[src/sv/qsr_pkg.sv]
package qsr_pkg;

  localparam int unsigned WORD_BITS_DEF     = 32;
  localparam int unsigned FRACTION_BITS_DEF = 28;
  // Extra integer bits held by the intermediate product q*v.
  localparam int unsigned GUARD_BITS        = 4;

  localparam int unsigned CFG_INDEX_BITS = 2;
  localparam logic [CFG_INDEX_BITS-1:0] REG_QUAT_X = 2'd0;
  localparam logic [CFG_INDEX_BITS-1:0] REG_QUAT_Y = 2'd1;
  localparam logic [CFG_INDEX_BITS-1:0] REG_QUAT_Z = 2'd2;
  localparam logic [CFG_INDEX_BITS-1:0] REG_QUAT_W = 2'd3;

  // Component order is x, y, z, w. Product k = 4*c + j is term j of component c
  // of the Hamilton product l*r.
  localparam logic [1:0] LEFT_IDX [16] = '{
    2'd1, 2'd2, 2'd0, 2'd3,
    2'd2, 2'd0, 2'd1, 2'd3,
    2'd0, 2'd1, 2'd2, 2'd3,
    2'd3, 2'd0, 2'd1, 2'd2
  };
  localparam logic [1:0] RIGHT_IDX [16] = '{
    2'd2, 2'd1, 2'd3, 2'd0,
    2'd0, 2'd2, 2'd3, 2'd1,
    2'd1, 2'd0, 2'd3, 2'd2,
    2'd3, 2'd0, 2'd1, 2'd2
  };

  // Terms that are subtracted. The second mask folds the conjugate of q
  // into the signs, so both passes multiply by q itself.
  localparam logic [15:0] NEG_Q_TIMES_V    = 16'hE222;
  localparam logic [15:0] NEG_T_TIMES_CONJ = 16'h0999;

  typedef struct packed {
    logic valid;
    logic sat;
  } ctl_t;

endpackage

[src/sv/qsr_round_stage.sv]
module qsr_round_stage #(
  parameter int unsigned SW = 67,
  parameter int unsigned FB = 28,
  parameter int unsigned NW = 36
) (
  input  logic                 clk,
  input  logic                 rst,
  input  qsr_pkg::ctl_t        up_ctl,
  output logic                 up_ready,
  input  logic signed [SW-1:0] sum [4],
  output qsr_pkg::ctl_t        dn_ctl,
  input  logic                 dn_ready,
  output logic signed [NW-1:0] res [4]
);

  localparam int unsigned HW = SW - FB;
  localparam logic signed [NW-1:0] MAX_VAL = {1'b0, {(NW-1){1'b1}}};
  localparam logic signed [NW-1:0] MIN_VAL = {1'b1, {(NW-1){1'b0}}};

  logic [HW-1:0]        shifted  [4];
  logic [3:0]           over;
  logic signed [NW-1:0] res_next [4];

  assign up_ready = !dn_ctl.valid || dn_ready;

  always_comb begin
    for (int c = 0; c < 4; c++) begin
      shifted[c] = sum[c][SW-1:FB];
      // In range when every bit above the result's sign bit matches it.
      over[c] = !((&shifted[c][HW-1:NW-1]) || !(|shifted[c][HW-1:NW-1]));
      if (over[c]) begin
        res_next[c] = shifted[c][HW-1] ? MIN_VAL : MAX_VAL;
      end else begin
        res_next[c] = shifted[c][NW-1:0];
      end
    end
  end

  always_ff @(posedge clk) begin
    if (rst) begin
      dn_ctl.valid <= 1'b0;
    end else if (up_ready) begin
      dn_ctl.valid <= up_ctl.valid;
    end
    if (up_ready && up_ctl.valid) begin
      dn_ctl.sat <= up_ctl.sat || (|over);
      res        <= res_next;
    end
  end

endmodule

[config.mk]
export PLATFORM = sky130hd
export DESIGN_NAME = qsr_round_stage
export DESIGN_NICKNAME = d
export VERILOG_FILES = /design/src/sv/qsr_pkg.sv /design/src/sv/qsr_round_stage.sv
export SDC_FILE = /design/constraint.sdc
export NUM_CORES = 1
export LEC_CHECK = 0
export BUFFER_PORTS_ARGS = -buffer_cell sky130_fd_sc_hd__buf_2
export CORE_AREA = 2 2 165 167
export CTS_BUF_LIST = sky130_fd_sc_hd__clkbuf_4
export CTS_CLUSTER_SIZE = 40
export DETAILED_ROUTE_END_ITERATION = 10
export DIE_AREA = 0 0 167 169
export PLACE_DENSITY_LB_ADDON = 0.08
export SLEW_MARGIN = 20
export SYNTH_ARGS = -nofsm -noshare
export SYNTH_HDL_FRONTEND = slang
export SYNTH_SLANG_ARGS = --single-unit
[constraint.sdc]
create_clock -name clk -period 5.2 [get_ports clk]
set_input_delay 0.52 -clock clk [delete_from_list [all_inputs] [get_ports clk]]
set_output_delay 0.52 -clock clk [all_outputs]
set_load 0.05 [all_outputs]
-- Word-level counts from Yosys, hierarchy flattened
Cells that the tools add are included.
- add/sub/neg operators: 0
- multipliers: 0
- div/mod/pow operators: 0
- order comparisons: 0
- eq/ne operators: 0
- shift-type cells: 0
- muxes and demuxes: 8
- bitwise gates (word level): 0
- reduce and logical (&&, ||, !) cells: 25
- operators by type and width (cell ; count):
    2-to-1 mux 36 bit ; 8
    OR reduction 4 bit ; 5
    AND reduction 4 bit ; 4
    logical NOT 1 bit ; 9
    logical OR 1 bit ; 6
    logical AND 1 bit ; 1
- bits in registers: 146
- latch bits: 0
- bits in writable memories: 0
- ROM bits: 0
- input bits: 273
- output and inout bits: 147
- memories: 0

-- Longest topological paths before layout
- depth after elaboration: 6
- mapped depth: 5
- mapped depth without buffers: 3

-- Worst setup path before layout
OpenSTA, ideal clock, no wires.
- path type: input to register
- start: in dn_ready
- end: reg dn_ctl[0] in the netlist's numbering, enable pin
- arrival: 4379 ps
- slack: 300 ps
- stages: 2
- path through: nand2b_1 and2_1
- word-level cells in the longest chain between the ends: 2
- RTL lines (item ; RTL line ; source):
    start, declared ; qsr_round_stage.sv:12 ; input logic dn_ready,
    logical OR 1 bit ; qsr_round_stage.sv:24 ; assign up_ready = !dn_ctl.valid || dn_ready;
    logical AND 1 bit ; qsr_round_stage.sv:45 ; if (up_ready && up_ctl.valid) begin
    end, declared ; qsr_round_stage.sv:11 ; output qsr_pkg::ctl_t dn_ctl,
No other way between the ends.
A chain may end at the register's enable or synchronous reset.

-- Final worst setup path
- start: reg dn_ctl[1] in the netlist's numbering
- end: reg res[85] in the netlist's numbering, enable pin
- word-level cells in the longest chain between the ends: 3
- RTL lines (item ; RTL line ; source):
    logical NOT 1 bit ; qsr_round_stage.sv:24 ;
    logical OR 1 bit ; qsr_round_stage.sv:24 ;
    logical AND 1 bit ; qsr_round_stage.sv:45 ;
    end signal, assigned ; qsr_round_stage.sv:47 ; res <= res_next;
    end, declared ; qsr_round_stage.sv:13 ; output logic signed [NW-1:0] res [4]
No other way between the ends.

==> metrics <==
Worst Skew=26.31 ps; Synth Area in Simple Gates=2.042%; drt drc=0; via-per-instance ratio=4.020; CTS buffer count=17; Final WS setup=3068 ps; most frequent cells in the layout=buf_2, edfxtp_1, a21o_1; crit path max fanout=74; type of origin of the critical path=register; Hold Crit Start=rst; Pwr per Cell Area=349.1 mW/mm^2; post-CTS resize count=0; Worst R2R End=res[85]; GRT overflow=0; number of global-route vias before repair=4293; most common cell after layout, fill and taps aside=buf_2; Top Metal Used=met4; initial antenna violation count=1; cell area after synthesis=0.005822 mm^2; HPWL after detailed placement=11450 um; met3 wire len=1645 um; area share of fa/ha/maj cells after synthesis=0%; Synth Area in Compound Gates=18.22%; Ys Warns=0; largest family of logic cells by synthesized area=compound AO/OA/AOI/OAI gates; worst r2r src=dn_ctl[1]; Synth Area in XOR/XNOR=0%; Tmin final=2132 ps; GRT Total Usage=11.13%; port bufs=307; Die Width=167 um; area delta synth->final=36.04%; post-synthesis mux area share=0%; WL/cell=16.23 um; Crit path required time=5380 ps; leakage power figure=3.876 nW; Cells after Synth=340; met1 WL=6754 um; hold path depth=2; DIE HEIGHT=169 um; clk buf depth=2; Starting Density=21.97%; GP Congestion=0.7074; first-pass GRT wire length=24120 um; drt total wl=16190 um; Fin Setup TNS=0 ps; post-CTS setup buffers=0; crit path capture type=register; FILL cells=2767; DR vias=4008; FF+latch count, synth=146; pre-CTS setup slack=2732 ps; Netlist cell types=17; TritonRoute pass-1 iters=4; initial DRC count=181; Crit path arrival time=2320 ps; antenna-violating nets left=0; Avg Cell Area, Syn=17.12 um^2; NumNets Final=915; Fin. Hold Viols=0; Final Util=29.89%; met2 wire len=7599 um; Worst-Margin Slew=989.4 ps; CTS H-tree depth=4; Max Cap Viol=0; share of cells above drive strength 1=53.74%; final setup vio count=0; final max-slew violation count=0; CTS Sinks=146; DIE AREA=0.02822 mm^2; sequential fraction of the synthesis area=75.13%; post-synth net total=613; Peak VDD IR=0.1160 mV; IO Pins=420; Root Buffer=clkbuf_4; RSZ-0062 raised after global routing=no; clk slew on worst S/H paths=140 ps; Placeable Area=0.02650 mm^2; worst r2r path cells=3; row count=60; TritonCTS clock tree=done; hold buffers post-CTS=0; HP Class=in2reg; Final period util=41.00%; hold endpoint=dn_ctl[1]; status=completed; Worst slew margin=34.04%; Worst-Skew Late Latency=520 ps; reg2reg setup slack=3070 ps; critical path type=reg2reg; Max Clk Rate=469.0 MHz; largest net degree at the start of global routing=75
==> logic make-up after synthesis <==
| group | after synthesis |
|---|---|
| buf+inv | 33 |
| simple gates | 19 |
| flops | 146 |
| compound gates | 142 |
==> registers in the layout, summed over array words and instances (netlist names) <==
signal	cells
dn_ctl	2
res	144
==> Yosys cell counts <==
library cell,instances,area share (%)
a21oi_1,2,0.17
and2_1,1,0.11
a21o_1,140,18
buf_2,7,0.60
clkbuf_1,4,0.26
nand4_1,5,0.54
buf_6,15,2.9
nor2b_1,3,0.32
or4_4,1,0.19
nand2b_1,1,0.11
dfxtp_1,1,0.34
inv_1,1,0.064
and2b_1,1,0.13
nand2_1,4,0.26
edfxtp_1,145,75
buf_4,6,0.77
or4_1,3,0.39
==> layer usage <==
metal	global-route usage (%)	up-vias
li1	-	1919
met1	13.49	1882
met2	17.57	198
met3	5.448	9
met4	3.186	0
met5	0	-
==> how the worst max path moves through the flow <==
stage / from / end / slack, ps
global route: dn_ctl[1] / res[84] / 2880
floorplan: dn_ready / dn_ctl[0] / 300
global placement: sum[66] / res[24] / 2680
detailed placement: dn_ready / res[51] / 2730
finish: dn_ctl[1] / res[85] / 3070
CTS: dn_ctl[1] / res[66] / 3020
==> stage by stage <==
step	cell area (um^2)	hold slack [ps]	cells	power, mW
detailed placement	7606	516.3	964	1.999
global placement	7604	505.7	964	1.993
finish	7920	130.8	997	2.765
CTS	7918	38.85	996	2.827
floorplan	5822	589.1	340	1.849
global route	7920	47.90	997	2.894
==> power by group <==
part           total [mW]  internal (mW)  switching, mW
clock               0.803          0.345          0.458
combinational       0.551          0.145          0.406
sequential           1.41           1.39         0.0177
total                2.76           1.88          0.882
==> area by class of cell <==
type / count / area [um^2] / area share, %
clock inverter: 14 / 176.4 / 2.227
clock buffer: 18 / 135.1 / 1.706
multi-input combinational: 161 / 1192 / 15.06
antenna: 1 / 2.502 / 0.03160
sequential: 146 / 4374 / 55.23
inverter: 1 / 3.754 / 0.04739
tap: 341 / 426.7 / 5.387
timing repair buffer: 315 / 1609 / 20.32
==> worst max-delay path, stage by stage, from the launching register on <==
cell and delay [ps]:
dfxtp_1 340, nand2b_1 100, and2_4 780, buf_12 430
Note: power is estimated with default switching activity, not from simulation.
