**src/sv/qsr_pkg.sv**
```systemverilog
package qsr_pkg;

  localparam int unsigned WORD_BITS_DEF     = 32;
  localparam int unsigned FRACTION_BITS_DEF = 28;
  // Extra integer bits held by the intermediate product q*v.
  localparam int unsigned GUARD_BITS        = 4;

  localparam int unsigned CFG_INDEX_BITS = 2;
  localparam logic [CFG_INDEX_BITS-1:0] REG_QUAT_X = 2'd0;
  localparam logic [CFG_INDEX_BITS-1:0] REG_QUAT_Y = 2'd1;
  localparam logic [CFG_INDEX_BITS-1:0] REG_QUAT_Z = 2'd2;
  localparam logic [CFG_INDEX_BITS-1:0] REG_QUAT_W = 2'd3;

  // Component order is x, y, z, w. Product k = 4*c + j is term j of component c
  // of the Hamilton product l*r.
  localparam logic [1:0] LEFT_IDX [16] = '{
    2'd1, 2'd2, 2'd0, 2'd3,
    2'd2, 2'd0, 2'd1, 2'd3,
    2'd0, 2'd1, 2'd2, 2'd3,
    2'd3, 2'd0, 2'd1, 2'd2
  };
  localparam logic [1:0] RIGHT_IDX [16] = '{
    2'd2, 2'd1, 2'd3, 2'd0,
    2'd0, 2'd2, 2'd3, 2'd1,
    2'd1, 2'd0, 2'd3, 2'd2,
    2'd3, 2'd0, 2'd1, 2'd2
  };

  // Terms that are subtracted. The second mask folds the conjugate of q
  // into the signs, so both passes multiply by q itself.
  localparam logic [15:0] NEG_Q_TIMES_V    = 16'hE222;
  localparam logic [15:0] NEG_T_TIMES_CONJ = 16'h0999;

  typedef struct packed {
    logic valid;
    logic sat;
  } ctl_t;

endpackage

```
**src/sv/qsr_sum_stage.sv**
```systemverilog
module qsr_sum_stage #(
  parameter int unsigned PW  = 64,
  parameter int unsigned SW  = 67,
  parameter int unsigned FB  = 28,
  parameter logic [15:0] NEG = 16'h0000
) (
  input  logic                 clk,
  input  logic                 rst,
  input  qsr_pkg::ctl_t        up_ctl,
  output logic                 up_ready,
  input  logic signed [PW-1:0] prod [16],
  output qsr_pkg::ctl_t        dn_ctl,
  input  logic                 dn_ready,
  output logic signed [SW-1:0] sum [4]
);

  // Half an LSB of the result, added here so the next stage only shifts.
  localparam logic signed [SW-1:0] HALF = SW'(1) << (FB - 1);

  logic signed [SW-1:0] sum_next [4];

  assign up_ready = !dn_ctl.valid || dn_ready;

  always_comb begin
    for (int c = 0; c < 4; c++) begin
      sum_next[c] = HALF;
      for (int j = 0; j < 4; j++) begin
        if (NEG[4*c+j]) begin
          sum_next[c] = sum_next[c] - SW'(prod[4*c+j]);
        end else begin
          sum_next[c] = sum_next[c] + SW'(prod[4*c+j]);
        end
      end
    end
  end

  always_ff @(posedge clk) begin
    if (rst) begin
      dn_ctl.valid <= 1'b0;
    end else if (up_ready) begin
      dn_ctl.valid <= up_ctl.valid;
    end
    if (up_ready && up_ctl.valid) begin
      dn_ctl.sat <= up_ctl.sat;
      sum        <= sum_next;
    end
  end

endmodule

```
**config.mk**
```make
export PLATFORM = sky130hd
export DESIGN_NAME = qsr_sum_stage
export DESIGN_NICKNAME = d
export VERILOG_FILES = /design/src/sv/qsr_pkg.sv /design/src/sv/qsr_sum_stage.sv
export SDC_FILE = /design/constraint.sdc
export NUM_CORES = 2
export LEC_CHECK = 0
export ABC_AREA = 0
export BUFFER_PORTS_ARGS = -buffer_cell sky130_fd_sc_hd__buf_2
export CORE_AREA = 2 2 513 515
export DETAILED_ROUTE_END_ITERATION = 8
export DIE_AREA = 0 0 515 517
export GPL_ROUTABILITY_DRIVEN = 0
export GPL_TIMING_DRIVEN = 0
export PLACE_DENSITY = 0.42
export SLEW_MARGIN = 20
export SYNTH_ARGS = -nofsm -noshare
export SYNTH_HDL_FRONTEND = slang
export SYNTH_SLANG_ARGS = --single-unit
```
**constraint.sdc**
```tcl
create_clock -name clk -period 7.4 [get_ports clk]
set_clock_uncertainty 0.05 [all_clocks]
set_input_delay 0 -clock clk [delete_from_list [all_inputs] [get_ports clk]]
set_output_delay 0 -clock clk [all_outputs]
set_load 0.05 [all_outputs]
```
; ---- After elaboration in Yosys (flattened, before gate mapping)
; Index checks and enable logic that the tools add are counted.
[totals]
register_bits = 270
output_inout_bits = 271
wordCells = 25
[op_classes]
n_addsub = 16
n_reduce_logical = 3
[op_table]
columns = cell, n
row1 = 66-bit by 64-bit adder with 67-bit output, 4
row2 = 67-bit by 64-bit adder with 67-bit output, 4
row3 = 65-bit by 64-bit adder with 66-bit output, 4
row4 = 29-bit by 64-bit adder with 65-bit output (first input constant), 4
row5 = 1-bit logical AND, 1
row6 = 1-bit zero test, 1
row7 = 1-bit logical OR, 1

; ---- Longest topological paths before layout
[logic_depth]
depth_word = 4
depth_mapped = 17
mapped_depth_nobuf = 17

; ---- Worst setup path before layout
; OpenSTA, ideal clock, no wires.
[synth_timing]
path_kind = flip-flop to flip-flop
startpoint = register dn_ctl[1] in the netlist's numbering
endpoint = register dn_ctl[0] in the netlist's numbering, enable pin
setup_ns = 0.663
arrival_time_ns = 7.136
t_required_ns = 6.687
path_slack_ns = -0.449
stages_incl_launch_ff = 3
period_less_slack_ns = 7.849
path_cell_list = dfxtp_1 nand2b_1 and2_1
[synth_between]
elab_chain_len = 3
[synth_rtl]
columns = element, line_no
row1 = start: declaration, qsr_sum_stage.sv:12  ; output qsr_pkg::ctl_t dn_ctl,
row2 = 1-bit zero test, qsr_sum_stage.sv:22  ; assign up_ready = !dn_ctl.valid || dn_ready;
row3 = 1-bit logical OR, qsr_sum_stage.sv:22
row4 = net up_ready, qsr_sum_stage.sv:10  ; output logic up_ready,
row5 = 1-bit logical AND, qsr_sum_stage.sv:43  ; if (up_ready && up_ctl.valid) begin
; The timed path passes the listed nets, and every way through them passes these cells.
; A chain may end at the register's enable or synchronous reset.

==> results <==
- The capturing element type of the critical path is a flip-flop.
- Of the available clock period, the critical path in the final layout requires 0.805.
- The type of the worst setup path is input port to flip-flop.
- The smallest clock period supported by the final layout is computed as slightly below 6000 ps.
- The required time of the worst setup path is between 7000 and 8000 ps.
- In the global route stage, overall resource usage came out at 0.145.
- The first global-routing pass estimated around 270000 um of wire.
- In the synthesized netlist the dominant register cell turns out to be edfxtp_1.
- In this run the remaining antenna-violating nets after routing total 0.
- The number of CTS-inserted buffers is just under 50.
- The tree is rooted in a clkbuf_16.
- Data arrives at the worst endpoint at 6270 ps.
- In this run the deepest clock path goes through 3 buffers.
- The fraction of registers with async set/reset is 0.
- The total overflow left after global routing is 0.
- In this run, the number of DRC markers left after iteration 0 of detailed routing was 2258.
- The number of synthesized flops with an enable pin is around 270.
- The startpoint identified for the worst register-to-register timing path is dn_ctl[1].
- Clock latency on the worst-skew pair, taken at its later pin, is 640 ps.
- The count of yosys warnings during synthesis is 0.
- The highest attainable clock frequency is roughly 0.17 GHz.
- TritonCTS built the clock tree.
- After clock tree synthesis, the clock-pin slew on the worst setup and hold paths is 60 ps.
- Of the post-synthesis cell area, the dominant cell type holds 0.257.
- The number of H-tree branching levels is 2.
- The max-slew headroom at the worst pin is 0.227.
- The post-detailed-route DRC marker count is 0.
- The post-synthesis cell type count is a little over 80.
- Setup total negative slack on the finished layout was measured at 0 ps.
- The final HPWL from detailed placement is between 150000 and 200000 um.
- Dividing total power by cell area gives a power density of slightly below 400 nW/um^2.
- The placeable core region is approximately 260000 um^2.
- The count of maximum capacitance violations is 0.
- The total of buffers placed on input and output ports is between 1000 and 1500.
- Counting flops and latches in the post-synthesis netlist gives between 200 and 300.
- The number of sinks handled by clock tree synthesis is between 200 and 300.
- The first TritonRoute pass finished after 7 iterations.
- Of the cells placed in the final design, the portion with a size suffix greater than 1 is 0.257.
- The number of gates given a new drive strength after cts is 0.
- The maximum number of pins on one net before global-route repair is 53.
- The share of the Yosys chip area taken by registers is 0.201.
- The instance count after placement with tap cells included is around 9000.
- The path class of the tightest hold or removal check is input port to flip-flop.
- The hold violation count in the final report came to 0.
- The via count normalized by instance count is between 3 and 4.
- The die is 517 um tall.
- The filler cells instantiated in the layout total 29267.
- The number of cells on the worst reg-to-reg path is 5.
- The largest stage delay on the critical path is between 600 and 700 ps.
- Setup violations remaining at the end of the flow were counted as 0.
- Synthesis produced a netlist with a net count of roughly 6300.
- inv_1 is the most common cell in the netlist.
- By area the synthesized netlist is led by fa_1, edfxtp_1, ha_1.
- Compared with the post-synthesis result, the final layout area differs by 32.3%.
- In this run the count of I/O pins placed on the die edge is 1300.
- Measured along the x axis, the die boundary spans around 520 um.
- In this run the most critical hold path is launched from prod[963].
- After clock tree synthesis, the flow added hold-fix buffers numbering 17.
- The critical path starts at prod[262].
- The post-synthesis cell type with the largest combined area is fa_1.
- After synthesis, the mean cell area works out to between 9 and 10 um^2.
- The endpoint of the lowest-slack register-to-register path is sum[230].
- The initial utilization of the core area, before any placement, comes to 0.154.
- For the pin with the worst max-slew slack, the measured transition is between 1000 and 1500 ps.
- The final wirelength is 200000 um.
- The final standard cell count with taps included and fillers excluded is between 9000 and 10000.
- Setup repair after global routing left no endpoint under its margin.
- The initial antenna violation count is just over 80.
- Of all nets on the critical path, the largest fanout is 4.
- The final layout net count is around 7700.
- The critical path capture point is sum[133].
- By count the netlist is led by inv_1, ha_1, fa_1, a21oi_1, edfxtp_1.
- The overall die area is approximately 270000 um^2.
- The synthesized instance count is 4238.
- For this design the static power due to leakage is 27.1 nW.
- The synthesized netlist occupies a cell area of between 40000 and 50000 um^2.
- The average routed wire per standard cell is ~22 um.
- The max-slew violation count is 0.
- The worst setup slack for register-to-register paths is around 5400 ps.
- Detailed routing inserted a total of roughly 36000 vias.
- The flow ran to the end, and the final reports show no timing, DRC or antenna violations.
- The critical path goes through buf_2 -> inv_1 -> fa_1 -> inv_1 -> fa_1 -> ha_1 -> ha_1 -> a21oi_1 -> o21ai_0 -> o311ai_0 -> o211ai_1 -> a221o_1 -> a311oi_2 -> o31a_1 -> o31a_1 -> o211ai_1.
- Across the VDD grid, the largest voltage drop is ~0.17 mV.
- The largest individual stage delay along the critical path comes from the cell a311oi_2.
- The total setup buffers inserted after CTS is 0.
- The number of global-route vias before repair came to 37832.
- The number of rows in the core area is 188.
- STA classifies the critical path startpoint as an input port.
worst max-delay path, delay by kind of cell:
| kind | cells | cell delay (ps) |
|---|---|---|
| AO/OA/AOI/OAI | 9 | 4120 |
| adder cells (fa/ha/maj) | 4 | 1910 |
| buffers and inverters | 3 | 170 |
worst min path at each step:
stage                     end  slack (ps)  cells after the start
global route         sum[204]          60                      4
finish               sum[204]          60                      4
CTS                   sum[27]           1                      4
global placement    dn_ctl[1]         110                      2
detailed placement  dn_ctl[1]         110                      2
floorplan           dn_ctl[1]          20                      1
cell families after synthesis:
| kind of cell | Yosys count | synth area share |
|---|---|---|
| AOI/OAI and AO/OA | 883 | 0.142 |
| adders and majority gates | 1036 | 0.418 |
| DFF | 270 | 0.201 |
| and+or+nand+nor | 625 | 0.0743 |
| muxes | 1 | 0.000249 |
| xor gates and xnor gates | 247 | 0.0537 |
| buffers and inverters | 1176 | 0.110 |
registers in the layout, summed over array words and instances, names as in the netlist:
| signal | cells |
|---|---|
| sum | 268 |
| dn_ctl | 2 |
cells in the final DEF (no fill, tap or decap), types with 16 or more instances in the layout:
cell type and count:
buf_2 1315, inv_1 1066, ha_1 520, fa_1 516, a21oi_1 299, edfxtp_1 269, nand2_1 208, a21o_1 155
xnor2_1 149, o21ai_0 134, nor2_1 131, xor2_1 98, clkbuf_1 94, nand4_1 69, nand3_1 62, o21bai_1 55
clkbuf_16 49, nor3_1 38, a31oi_1 33, and3_1 24, nor2b_1 23, o21a_1 22, o211ai_1 22, diode_2 20
dlygate4sd3_1 17, a211oi_1 16
metal layers:
layer / track usage / up-vias / wire (um)
met2: 0.228 / 1324 / 88200
met3: 0.0381 / 244 / 15500
met4: 0.0413 / 18 / 6430
met5: 0 / - / 116
met1: 0.194 / 17661 / 89600
li1: - / 16715 / -
metrics by stage:
stage	instance area, um^2	util	setup WS (ps)	hold WS [ps]	power, mW
2_1_floorplan	40300	-	2530	19.1	13.0
3_3_place_gp	51000	0.195	193	110	18.5
3_5_place_dp	51200	0.196	859	110	18.4
4_1_cts	53200	0.204	1570	1.33	21.3
5_1_grt	53200	0.204	1550	62.6	22.6
6_report	53200	0.204	1440	62.6	21.1
cell type report:
type / count / area [um^2] / area share
Timing Repair Buffer: 1323 / 6860 / 0.129
Clock buffer: 51 / 1230 / 0.0232
Tap cell: 3420 / 4280 / 0.0804
Sequential cell: 270 / 8100 / 0.152
Inverter: 1067 / 4010 / 0.0752
Buffer: 109 / 430 / 0.00808
Antenna cell: 20 / 50.0 / 0.000940
Clock inverter: 39 / 549 / 0.0103
Multi-Input combinational cell: 2792 / 27700 / 0.521
power by group:
group / switching [mW] / leakage [nW] / internal (mW)
combinational: 10.5 / 23.6 / 4.51
clock: 1.04 / 0.860 / 1.61
sequential: 0.469 / 2.61 / 3.00
(Power assumes the default switching activity.)
